[config.mk]
export PLATFORM = sky130hd
export DESIGN_NAME = midi_track_event_parser
export DESIGN_NICKNAME = d
export VERILOG_FILES = /design/src/rtl/core/mtep_pkg.sv /design/src/rtl/core/midi_track_event_parser.sv
export SDC_FILE = /design/constraint.sdc
export NUM_CORES = 1
export LEC_CHECK = 0
export BUFFER_PORTS_ARGS = -buffer_cell sky130_fd_sc_hd__buf_4
export CORE_ASPECT_RATIO = 0.6
export CORE_MARGIN = 5
export CORE_UTILIZATION = 35
export DETAILED_ROUTE_END_ITERATION = 10
export PLACE_DENSITY_LB_ADDON = 0.12
export REMOVE_ABC_BUFFERS = 1
export SLEW_MARGIN = 0
export SYNTH_ARGS = -nofsm -noshare
export SYNTH_HDL_FRONTEND = slang
export SYNTH_SLANG_ARGS = --single-unit
[constraint.sdc]
create_clock -name clk_i -period 9.6 [get_ports clk_i]
set_input_delay 0.48 -clock clk_i [delete_from_list [all_inputs] [get_ports clk_i]]
set_output_delay 0.48 -clock clk_i [all_outputs]
set_load 0.005 [all_outputs]
[src/rtl/core/mtep_pkg.sv]
`timescale 1ns / 1ps
// ----------------------------------------------------------------------------
// mtep_pkg: shared types and constants of the MIDI track event parser
// Byte and result transfer types, parse phases, result kinds and the status
// and meta type codes that the decoder recognizes.
// ----------------------------------------------------------------------------
package mtep_pkg;

  localparam int unsigned ValueW = 28;
  localparam int unsigned CountW = 32;
  localparam int unsigned TempoW = 24;

  // status and meta codes
  localparam logic [7:0] StatusMeta   = 8'hFF;
  localparam logic [3:0] HiSysCommon  = 4'hF;
  localparam logic [3:0] HiProgChange = 4'hC;
  localparam logic [3:0] HiChanPress  = 4'hD;
  localparam logic [3:0] HiNoteOn     = 4'h9;
  localparam logic [3:0] LoSysex      = 4'h0;
  localparam logic [3:0] LoTimeCode   = 4'h1;
  localparam logic [3:0] LoSongPos    = 4'h2;
  localparam logic [3:0] LoSongSel    = 4'h3;

  localparam logic [7:0] MetaSeqNum   = 8'h00;
  localparam logic [7:0] MetaChanPfx  = 8'h20;
  localparam logic [7:0] MetaPort     = 8'h21;
  localparam logic [7:0] MetaEndTrack = 8'h2F;
  localparam logic [7:0] MetaTempo    = 8'h51;
  localparam logic [7:0] MetaSmpte    = 8'h54;
  localparam logic [7:0] MetaTimeSig  = 8'h58;
  localparam logic [7:0] MetaKeySig   = 8'h59;

  typedef enum logic [3:0] {
    PH_DELTA     = 4'd0,
    PH_STATUS    = 4'd1,
    PH_META_TYPE = 4'd2,
    PH_META_LEN  = 4'd3,
    PH_TEMPO     = 4'd4,
    PH_SYSEX_LEN = 4'd5,
    PH_SKIP      = 4'd6,
    PH_DATA1     = 4'd7,
    PH_DATA2     = 4'd8
  } phase_e;

  typedef enum logic [2:0] {
    KIND_DELTA = 3'd0,
    KIND_CHAN  = 3'd1,
    KIND_TEMPO = 3'd2,
    KIND_END   = 3'd3,
    KIND_ERROR = 3'd4
  } kind_e;

  typedef struct packed {
    logic [7:0] data_byte;
    logic       track_start;
  } in_item_t;

  typedef struct packed {
    kind_e              kind;
    logic [ValueW-1:0]  value;
    logic [CountW-1:0]  note_on_count;
  } out_item_t;

endpackage

[src/rtl/core/midi_track_event_parser.sv]
`timescale 1ns / 1ps
// ----------------------------------------------------------------------------
// midi_track_event_parser: byte-wise standard MIDI file track event decoder
// Walks the bytes of a track chunk, decoding delta times, running status,
// channel messages, tempo and end of track, and skipping other events.
// ----------------------------------------------------------------------------
// Usage:
//   Input channel: one track byte per transfer (in_valid_i / in_stall_o),
//   with track_start set on the first byte of a new track to clear the
//   parse phase, running status and end flag.
//   Output channel: at most one result per byte (out_valid_o / out_stall_i):
//   delta ticks, packed channel message, tempo, end of track or error,
//   each carrying the running note-on count.
//   A result is registered and appears in the cycle after the byte that caused it.
//   Throughput: one byte per cycle unless the input is stalled; the whole decode
//   of a byte sits between the parser state registers and the result register.
//   The input is stalled only while a result is held in the result register
//   and the receiver stalls; bytes that give no result still need that
//   register free. When the receiver stalls, the held result does not change.
//   Reset: parser expects a delta time, running status and note count are
//   cleared, no result is pending.
// ----------------------------------------------------------------------------
module midi_track_event_parser (
  input  logic                 clk_i,
  input  logic                 rst_ni,
  input  logic                 in_valid_i,
  output logic                 in_stall_o,
  input  mtep_pkg::in_item_t   in_data_i,
  output logic                 out_valid_o,
  input  logic                 out_stall_i,
  output mtep_pkg::out_item_t  out_data_o
);
  import mtep_pkg::*;

  // parser state
  phase_e              phase_q, phase_d;
  logic [7:0]          rs_q, rs_d;
  logic                seen_q, seen_d;
  logic [ValueW-1:0]   vlq_q, vlq_d;
  logic [1:0]          bytes_q, bytes_d;
  logic [ValueW-1:0]   rem_q, rem_d;
  logic [7:0]          first_q, first_d;
  logic [7:0]          meta_q, meta_d;
  logic [TempoW-1:0]   tempo_q, tempo_d;
  logic                ended_q, ended_d;
  logic [CountW-1:0]   notes_q, notes_d;

  // result register
  logic                out_valid_q, out_valid_d;
  out_item_t           out_data_q, out_data_d;

  logic                in_fire;
  logic [7:0]          b;

  // state after an optional track restart
  phase_e              ph_pre;
  logic [7:0]          rs_pre;
  logic                seen_pre;
  logic [ValueW-1:0]   vlq_pre;
  logic [1:0]          bytes_pre;
  logic [ValueW-1:0]   rem_pre;
  logic [TempoW-1:0]   tempo_pre;
  logic                ended_pre;

  // shared decode terms
  logic [ValueW-1:0]   vlq_shift;
  logic                vlq_more;
  logic                vlq_long;
  logic [3:0]          rs_hi;
  logic                rs_chan;
  logic                rs_one_data;
  logic [3:0]          b_hi;
  logic                b_chan;

  logic                emit;
  kind_e               emit_kind;
  logic [ValueW-1:0]   emit_value;

  assign b          = in_data_i.data_byte;
  assign in_stall_o = out_valid_q & out_stall_i;
  assign in_fire    = in_valid_i & ~in_stall_o;

  // track restart clears the per-track state
  always_comb begin
    if (in_data_i.track_start) begin
      ph_pre    = PH_DELTA;
      rs_pre    = '0;
      seen_pre  = 1'b0;
      vlq_pre   = '0;
      bytes_pre = '0;
      rem_pre   = '0;
      tempo_pre = '0;
      ended_pre = 1'b0;
    end else begin
      ph_pre    = phase_q;
      rs_pre    = rs_q;
      seen_pre  = seen_q;
      vlq_pre   = vlq_q;
      bytes_pre = bytes_q;
      rem_pre   = rem_q;
      tempo_pre = tempo_q;
      ended_pre = ended_q;
    end
  end

  assign vlq_shift   = {vlq_pre[ValueW-8:0], b[6:0]};
  assign vlq_more    = b[7];
  assign vlq_long    = b[7] && (bytes_pre == 2'd3);
  assign rs_hi       = rs_pre[7:4];
  assign rs_chan     = rs_pre[7] && (rs_hi != HiSysCommon);
  assign rs_one_data = (rs_hi == HiProgChange) || (rs_hi == HiChanPress);
  assign b_hi        = b[7:4];
  assign b_chan      = b[7] && (b_hi != HiSysCommon);

  // next state
  always_comb begin
    phase_d = ph_pre;
    rs_d    = rs_pre;
    seen_d  = seen_pre;
    vlq_d   = vlq_pre;
    bytes_d = bytes_pre;
    rem_d   = rem_pre;
    tempo_d = tempo_pre;
    ended_d = ended_pre;
    first_d = first_q;
    meta_d  = meta_q;
    notes_d = notes_q;
    if (!ended_pre) begin
      unique case (ph_pre)
        PH_DELTA: begin
          if (vlq_long) begin
            vlq_d   = '0;
            bytes_d = '0;
          end else if (vlq_more) begin
            vlq_d   = vlq_shift;
            bytes_d = bytes_pre + 2'd1;
          end else begin
            vlq_d   = '0;
            bytes_d = '0;
            phase_d = PH_STATUS;
          end
        end
        PH_STATUS: begin
          vlq_d   = '0;
          bytes_d = '0;
          if (b[7]) begin
            // new status byte
            rs_d   = b;
            seen_d = 1'b1;
            if (b == StatusMeta) begin
              phase_d = PH_META_TYPE;
            end else if (b_chan) begin
              phase_d = PH_DATA1;
            end else begin
              case (b[3:0])
                LoSysex: phase_d = PH_SYSEX_LEN;
                LoTimeCode, LoSongSel: begin
                  rem_d   = ValueW'(1);
                  phase_d = PH_SKIP;
                end
                LoSongPos: begin
                  rem_d   = ValueW'(2);
                  phase_d = PH_SKIP;
                end
                default: phase_d = PH_DELTA;
              endcase
            end
          end else if (!seen_pre) begin
            phase_d = PH_DELTA;
          end else if (rs_pre == StatusMeta) begin
            // running status: byte is the first one after the status
            meta_d  = b;
            phase_d = PH_META_LEN;
          end else if (rs_chan) begin
            if (rs_one_data) begin
              phase_d = PH_DELTA;
            end else begin
              first_d = b;
              phase_d = PH_DATA2;
            end
          end else begin
            case (rs_pre[3:0])
              LoSysex: begin
                rem_d   = {{(ValueW-7){1'b0}}, b[6:0]};
                phase_d = (b[6:0] == 7'd0) ? PH_DELTA : PH_SKIP;
              end
              LoTimeCode, LoSongSel: begin
                rem_d   = '0;
                phase_d = PH_DELTA;
              end
              LoSongPos: begin
                rem_d   = ValueW'(1);
                phase_d = PH_SKIP;
              end
              default: phase_d = PH_STATUS;
            endcase
          end
        end
        PH_META_TYPE: begin
          meta_d  = b;
          vlq_d   = '0;
          bytes_d = '0;
          phase_d = PH_META_LEN;
        end
        PH_META_LEN, PH_SYSEX_LEN: begin
          if (vlq_long) begin
            vlq_d   = '0;
            bytes_d = '0;
            phase_d = PH_DELTA;
          end else if (vlq_more) begin
            vlq_d   = vlq_shift;
            bytes_d = bytes_pre + 2'd1;
          end else begin
            vlq_d   = '0;
            bytes_d = '0;
            phase_d = PH_SKIP;
            if (ph_pre == PH_SYSEX_LEN) begin
              rem_d = vlq_shift;
            end else begin
              case (meta_q)
                MetaSeqNum, MetaKeySig:  rem_d = ValueW'(2);
                MetaChanPfx, MetaPort:   rem_d = ValueW'(1);
                MetaSmpte:               rem_d = ValueW'(5);
                MetaTimeSig:             rem_d = ValueW'(4);
                MetaEndTrack: begin
                  ended_d = 1'b1;
                  phase_d = PH_DELTA;
                end
                MetaTempo: begin
                  tempo_d = '0;
                  rem_d   = ValueW'(3);
                  phase_d = PH_TEMPO;
                end
                default:                 rem_d = vlq_shift;
              endcase
            end
            // zero-length skip goes straight back to delta time
            if (phase_d == PH_SKIP && rem_d == '0) begin
              phase_d = PH_DELTA;
            end
          end
        end
        PH_TEMPO: begin
          tempo_d = {tempo_pre[TempoW-9:0], b};
          rem_d   = rem_pre - ValueW'(1);
          if (rem_pre == ValueW'(1)) begin
            phase_d = PH_DELTA;
          end
        end
        PH_SKIP: begin
          rem_d = rem_pre - ValueW'(1);
          if (rem_pre == ValueW'(1)) begin
            phase_d = PH_DELTA;
          end
        end
        PH_DATA1: begin
          if (rs_one_data) begin
            phase_d = PH_DELTA;
          end else begin
            first_d = b;
            phase_d = PH_DATA2;
          end
        end
        PH_DATA2: begin
          phase_d = PH_DELTA;
          if (rs_hi == HiNoteOn) begin
            notes_d = notes_q + CountW'(1);
          end
        end
        default: begin
          phase_d = PH_DELTA;
          vlq_d   = '0;
          bytes_d = '0;
        end
      endcase
    end
  end

  // result of this byte
  always_comb begin
    emit       = 1'b0;
    emit_kind  = KIND_DELTA;
    emit_value = '0;
    if (!ended_pre) begin
      unique case (ph_pre)
        PH_DELTA: begin
          if (vlq_long) begin
            emit      = 1'b1;
            emit_kind = KIND_ERROR;
          end else if (!vlq_more) begin
            emit       = 1'b1;
            emit_kind  = KIND_DELTA;
            emit_value = vlq_shift;
          end
        end
        PH_STATUS: begin
          if (!b[7]) begin
            if (!seen_pre) begin
              emit      = 1'b1;
              emit_kind = KIND_ERROR;
            end else if (rs_chan) begin
              if (rs_one_data) begin
                emit       = 1'b1;
                emit_kind  = KIND_CHAN;
                emit_value = {{(ValueW-16){1'b0}}, b, rs_pre};
              end
            end else if (rs_pre != StatusMeta) begin
              case (rs_pre[3:0])
                LoSysex, LoTimeCode, LoSongPos, LoSongSel: emit = 1'b0;
                default: begin
                  // system message without data: byte is reported as a one-byte delta time
                  emit       = 1'b1;
                  emit_kind  = KIND_DELTA;
                  emit_value = {{(ValueW-8){1'b0}}, b};
                end
              endcase
            end
          end
        end
        PH_META_LEN: begin
          if (vlq_long) begin
            emit      = 1'b1;
            emit_kind = KIND_ERROR;
          end else if (!vlq_more && meta_q == MetaEndTrack) begin
            emit      = 1'b1;
            emit_kind = KIND_END;
          end
        end
        PH_SYSEX_LEN: begin
          if (vlq_long) begin
            emit      = 1'b1;
            emit_kind = KIND_ERROR;
          end
        end
        PH_TEMPO: begin
          if (rem_pre == ValueW'(1)) begin
            emit       = 1'b1;
            emit_kind  = KIND_TEMPO;
            emit_value = {{(ValueW-TempoW){1'b0}}, tempo_pre[TempoW-9:0], b};
          end
        end
        PH_DATA1: begin
          if (rs_one_data) begin
            emit       = 1'b1;
            emit_kind  = KIND_CHAN;
            emit_value = {{(ValueW-16){1'b0}}, b, rs_pre};
          end
        end
        PH_DATA2: begin
          emit       = 1'b1;
          emit_kind  = KIND_CHAN;
          emit_value = {{(ValueW-24){1'b0}}, b, first_q, rs_pre};
        end
        default: emit = 1'b0;
      endcase
    end
  end

  // result register: loads on a transfer that gives a result
  always_comb begin
    out_valid_d = out_valid_q;
    out_data_d  = out_data_q;
    if (!out_valid_q || !out_stall_i) begin
      out_valid_d = in_fire && emit;
      if (in_fire && emit) begin
        out_data_d.kind          = emit_kind;
        out_data_d.value         = emit_value;
        out_data_d.note_on_count = notes_d;
      end
    end
  end

  always_ff @(posedge clk_i or negedge rst_ni) begin
    if (!rst_ni) begin
      phase_q     <= PH_DELTA;
      rs_q        <= '0;
      seen_q      <= 1'b0;
      vlq_q       <= '0;
      bytes_q     <= '0;
      rem_q       <= '0;
      first_q     <= '0;
      meta_q      <= '0;
      tempo_q     <= '0;
      ended_q     <= 1'b0;
      notes_q     <= '0;
      out_valid_q <= 1'b0;
    end else begin
      out_valid_q <= out_valid_d;
      if (in_fire) begin
        phase_q <= phase_d;
        rs_q    <= rs_d;
        seen_q  <= seen_d;
        vlq_q   <= vlq_d;
        bytes_q <= bytes_d;
        rem_q   <= rem_d;
        first_q <= first_d;
        meta_q  <= meta_d;
        tempo_q <= tempo_d;
        ended_q <= ended_d;
        notes_q <= notes_d;
      end
    end
  end

  always_ff @(posedge clk_i) begin
    out_data_q <= out_data_d;
  end

  assign out_valid_o = out_valid_q;
  assign out_data_o  = out_data_q;

  // a transfer that gives a result always shows it next cycle
  assert property (@(posedge clk_i) disable iff (!rst_ni)
    in_fire && emit |=> out_valid_o)
    else $error("result of an accepted byte was dropped");

  // skipping always has bytes left to skip
  assert property (@(posedge clk_i) disable iff (!rst_ni)
    phase_q == PH_SKIP |-> rem_q != '0)
    else $error("skip phase with zero count");

  // a remembered running status is a real status byte
  assert property (@(posedge clk_i) disable iff (!rst_ni)
    seen_q |-> rs_q[7])
    else $error("running status without its status bit");

  // after end of track, bytes leave the parser untouched
  assert property (@(posedge clk_i) disable iff (!rst_ni)
    in_fire && ended_q && !in_data_i.track_start |=>
      $stable(notes_q) && $stable(phase_q) && ended_q)
    else $error("parser state moved after end of track");

endmodule
==> results.toml, run 1 <==
[status]
outcome = "complete, no violations"

[floorplan]
fp-row-count = 49
die_y_um = 145
die_w_um = 235
die_area_um2 = 34100
start_util = 0.355
ios = 78
coreArea_um2 = 30000

[global_route]
grt_pass1_vias = 8648
grt.total_usage = 0.206
grt_max_degree = 78
grt_antenna_before_repair = 1
grt_overflow_total = 0
grt_pass1_wl_mm = 55.2

[setup_path]
arrival_ns = 3.94
worst-setup-path-type = "flop to flop"
cp_max_fo = 63
worst_setup_path_end_kind = "flop"
cp-start-kind = "flop"
timing.reg2reg.worst_path_depth = 7
timing.rr.start = "rem_q[9]"
crit_required_ns = 9.68
r2r_slack_ns = 5.73
reg2reg_to = "out_data_o[43]"

[synth]
synth_edf_count = 63
ys_async_sr_fraction = 0.674
ys_seq_area_frac = 0.484
synthFlopType = "dfrtp_1"
postSynthCellCount = 1078
synth.distinct_cells = 86
synth_seq_cells = 193
syn_area_um2 = 10600
syn_avg_cell_area_um2 = 9.87
yosysWarnings = 0

[timing]
fin_crit_ns = 3.87
fmax_mhz = 259
worstMarginPinSlew_ns = 1.25
worst_clock_skew_ns = 0.0111
hold_viol_final = 0
fin_tns_setup_ns = 0
post-route-period-util = 0.403
setup_viol = 0
maxSlewViolCount = 0
slew_headroom = 0.160
rsz0062_at_grt = "false"

[detailed_routing]
dr.pass1.iters = 9
routed_wl_mm = 35.8
vias = 9156
drtAntennaViolNets = 0
avgViaCountPerCell = 5.95
wl_per_cell_um = 23.3
drt_drc_violations_left = 0
drt_iter0_drc = 1120

[clock_tree]
clk_path_buf_depth = 2
path_clk_slew_ns = 0.08
htree_levels = 4
insertion_delay_ns = 0.45
ctsRootBufferMaster = "clkbuf_16"
post-cts-setup-buffers = 0
cts_made_buffers = 17
cts_resized = 0
cts_tree = "built"
numClockSinks = 193
holdBufCountCts = 0

[power]
total_power_uw = 2700
clockPowerShare = 0.254
vdd_ir_drop_max_mv = 0.126
power_frac_seq = 0.416
internal_power_uw = 1650
power.density_nw_per_um2 = 223
switching_power_uw = 1050
cellLeakagePower_uw = 0.00506
switching_share = 0.390
power_frac_comb = 0.330

[finish]
areaGrowthSynthToFinish_pct = 14.0
num_antenna_cells = 0
final_common_cell = "dfrtp_1"
mostFrequentLayoutCells = "130 x dfrtp_1, 98 x nor2_1, 94 x buf_4"
nets = 1135
drive_gt1_frac = 0.155

[min_path]
hold_path.class = "input pin to asynchronous set/reset pin"

[placement]
routabilityCongestion = 0.921
port_buffers = 77
hpwl_mm = 24.2

[job]
cap_violations = 0
[sequential cells by signal, indices dropped and copies added (netlist names)]
| name | count |
|---|---|
| out_valid_o | 1 |
| rs_q | 8 |
| vlq_q | 21 |
| notes_q | 32 |
| seen_q | 1 |
| rem_q | 28 |
| meta_q | 8 |
| out_data_o | 63 |
| bytes_q | 2 |
| first_q | 8 |
| tempo_q | 16 |
| phase_q | 4 |
| ended_q | 1 |
[cell families after synthesis]
logic type               after synthesis  share of synthesized area
AO/OA/AOI/OAI                        308                      0.204
XOR/XNOR                              68                     0.0560
adder cells (fa/ha/maj)                4                    0.00471
buffers and inverters                 91                     0.0355
flip-flops                           193                      0.484
multiplexers                          20                     0.0207
AND/OR/NAND/NOR                      394                      0.195
[routing by layer]
metal  vias to the layer above  wire, um  global-route usage
met1                      4518     17600               0.328
met4                         0       529              0.0534
met5                         -         0                   0
li1                       4142         -                   -
met3                        40      3790              0.0713
met2                       456     13900               0.260
[layout make-up]
class / count / area (um^2)
repair buffers: 95 / 717
multi-input cells: 794 / 5140
well taps: 408 / 510
clock inverters: 9 / 73.8
fillers: 2916 / 17900
flip-flops and latches: 193 / 5140
clock buffers: 23 / 468
inverters: 17 / 63.8
[stage by stage]
stage / setup slack, ns / cell area [um^2] / instances / util / hold WS [ns]
final: 5.73 / 12100 / 1539 / 0.404 / 0.0531
after global routing: 5.48 / 12100 / 1539 / 0.404 / 0.124
after CTS: 5.72 / 12100 / 1539 / 0.404 / 0.0907
after detailed placement: 5.72 / 11600 / 1507 / 0.386 / 0.465
after global placement: 5.78 / 11600 / 1507 / 0.386 / 0.466
after floorplan: 2.61 / 10300 / 1004 / - / 0.184
[synth_stat cells (all sizes together) (5+ instances only)]
cell      n  share of area
a21oi    54          0.025
edfxtp   63           0.18
buf      23          0.012
o22ai     8         0.0047
and4      7         0.0058
nand2    87          0.031
a211oi    7         0.0049
o21ai    70          0.033
inv      17         0.0060
nand3    48          0.024
dfrtp   130           0.31
o211ai    6         0.0042
nor2b    15         0.0088
xor2     39          0.032
a221o     7         0.0066
or3       6         0.0035
nand2b    5         0.0029
nor4     18          0.012
a22o     31          0.026
a31oi     8         0.0047
and2      7         0.0041
xnor2    29          0.024
nand4    14         0.0096
mux2     16          0.017
a32o      5         0.0047
a21o      8         0.0056
a22oi    31          0.022
a222oi   18          0.017
a32oi    10         0.0082
and3     19          0.011
o21a      8         0.0056
or2       6         0.0035
clkbuf   51          0.018
nor2    100          0.036
nor3     43          0.023
[worst max-delay path by stage]
| stage | from | end | slack [ns] | depth (start not counted) |
|---|---|---|---|---|
| final | rem_q[9] | out_data_o[43] | 5.73 | 7 |
| after global routing | rem_q[19] | out_data_o[35] | 5.48 | 7 |
| after CTS | rem_q[9] | out_data_o[52] | 5.72 | 7 |
| after detailed placement | in_data_i[0] | out_data_o[56] | 5.72 | 9 |
| after global placement | rem_q[9] | out_data_o[56] | 5.78 | 7 |
| after floorplan | in_data_i[0] | out_data_o[0] | 2.61 | 6 |
[critical path: stages (launching register included)]
cell     delay [ns]
dfrtp_1        0.46
or3_1          0.43
or3_1          0.48
nor3_1         0.32
o211a_1        0.65
nor3_1         0.21
nor3_2         0.20
buf_4          0.70
[power by group through the flow]
stage	registers, uW	clock network (uW)	logic, uW
global route	1140	737	973
global placement	1130	0	877
floorplan	1090	0	546
finish	1120	685	890
CTS	1120	704	874
detailed placement	1130	0	870
Note: power is estimated with default switching activity, not from simulation.
==> run 2, diff against run 1 <==
==> constraint.sdc (replaced) <==
create_clock -name clk_i -period 3.4 [get_ports clk_i]
set_input_delay 0.17 -clock clk_i [delete_from_list [all_inputs] [get_ports clk_i]]
set_output_delay 0.17 -clock clk_i [all_outputs]
set_load 0.005 [all_outputs]
==> run 2 against run 1 <==
Clock power rose to 2.9 times the previous value. Register-to-register slack got worse by 5.4 ns. Design area rose by 2.1%. Largest power group unchanged. Setup slack got worse by 5.4 ns. Non-clock buffer count rose by 27. Core utilization rose by 0.87 points. Sequential power rose to 2.8 times the previous value. Clock-buffer cell count rose by 1. Via count rose by 1.0%. Critical path type unchanged. Global-route usage rose by 0.49 points. Hold slack got worse by 0.014 ns. Critical path depth did not move.
==> results.toml, run 2 (same netlist as run 1, synthesis figures left out) <==
[timing]
fmax_mhz = 329
slew_headroom = 0.336
fin_tns_setup_ns = 0
worstMarginPinSlew_ns = 0.987
rsz0062_at_grt = "false"
setup_viol = 0
hold_viol_final = 0
fin_crit_ns = 3.04
whs_ns = 0.0389
worst_clock_skew_ns = 0.0155
worst_slack_ns = 0.363
maxSlewViolCount = 0
post-route-period-util = 0.893

[placement]
routabilityCongestion = 0.895
dp_cells = 1533
hpwl_mm = 25.7
place_ws_ns = 0.412
port_buffers = 77
placed_cell_area_um2 = 11800

[setup_path]
timing.reg2reg.worst_path_depth = 7
worst-setup-path-type = "flop to flop"
timing.rr.start = "rem_q[10]"
cp-start-kind = "flop"
arrival_ns = 3.15
crit_start = "rem_q[10]"
cp_max_fo = 63
crit_required_ns = 3.51
worst_setup_path_end_kind = "flop"

[global_route]
grt.total_usage = 0.211
grt_max_degree = 81
grt_overflow_total = 0
grt_pass1_wl_mm = 56.2
grt_pass1_vias = 8694
grt_antenna_before_repair = 0

[job]
cap_violations = 0

[floorplan]
die_area_um2 = 34100
coreArea_um2 = 30000
die_y_um = 145
fp-row-count = 49
start_util = 0.355
ios = 78
die_w_um = 235

[finish]
multiInputGateArea_um2 = 5130
mostFrequentLayoutCells = "130 x dfrtp_1, 118 x buf_4, 98 x nor2_1"
regArea_um2 = 5140
fillers = 2932
nets = 1162
areaGrowthSynthToFinish_pct = 16.4
largest_register_ffs = 63
drive_gt1_frac = 0.174
final_area_um2 = 12400
final_common_cell = "dfrtp_1"
instances_no_fill = 1566
num_antenna_cells = 0

[clock_tree]
cts_tree = "built"
post-cts-setup-buffers = 0
insertion_delay_ns = 0.45
cts_made_buffers = 17
cts_resized = 0
path_clk_slew_ns = 0.07
ctsRootBufferMaster = "clkbuf_16"
numClockSinks = 193
htree_levels = 4
clk_path_buf_depth = 2

[min_path]
worstHoldStart = "out_stall_i"
hold_path_depth = 3
hold_path.class = "input pin to flop"

[detailed_routing]
routed_wl_mm = 36.7
drt_drc_violations_left = 0
drt_iter0_drc = 1041
drtAntennaViolNets = 0
dr.pass1.iters = 6
vias = 9248
avgViaCountPerCell = 5.91
wl_per_cell_um = 23.4

[power]
cellLeakagePower_uw = 0.00522
vdd_ir_drop_max_mv = 0.347
power.density_nw_per_um2 = 631

[status]
outcome = "complete, no violations"
[run 2: path summary, 6_finish.rpt]
path / slack, ns / endpoint
hold / removal: 0.04 / out_valid_o
setup / recovery: 0.36 / out_data_o[57]
min in group asynchronous: 0.31 / notes_q[8]
max in group asynchronous: 2.27 / vlq_q[0]
setup reg to reg: 0.36 / out_data_o[57]
hold reg to reg: 0.48 / bytes_q[1]
[run 2: power breakdown]
part / switching, uW / total [uW] / leakage, uW / internal (uW)
Clock: 935 / 2020 / 0.000285 / 1080
Sequential: 431 / 3150 / 0.00238 / 2720
Combinational: 1630 / 2640 / 0.00255 / 1010
Total: 3000 / 7810 / 0.00522 / 4810
[run 2: critical path, stage by stage (launching register included)]
cell     delay [ns]
dfrtp_1        0.43
or3_1          0.45
or3_1          0.47
nor3_1         0.39
o211a_1        0.21
nor3_1         0.08
nor3_2         0.25
buf_12         0.35
[run 2: final cells by class]
class | count | share of cell area
sequential | 193 | 0.416
multi-input combinational | 794 | 0.415
timing repair buffer | 122 | 0.0765
clock buffer | 24 | 0.0416
tap | 408 | 0.0412
clock inverter | 8 | 0.00526
inverter | 17 | 0.00515
[run 2: metal layers]
| layer | track usage | vias to the layer above | routed length, um |
|---|---|---|---|
| met5 | 0 | - | 0 |
| met1 | 0.341 | 4603 | 18300 |
| met4 | 0.0470 | 0 | 430 |
| li1 | - | 4205 | - |
| met3 | 0.0708 | 32 | 3870 |
| met2 | 0.266 | 408 | 14000 |
[run 2: stage by stage]
step,util,power [uW]
floorplan,-,4610
global placement,0.393,5770
detailed placement,0.393,5760
CTS,0.413,7800
global route,0.413,8210
finish,0.413,7810
[run 2: timing repair]
item / in CTS / in global routing
hold buffers: 1 / 0
endpoints found under the setup margin: 0 / 0
hold endpoints to repair: 78 / 0
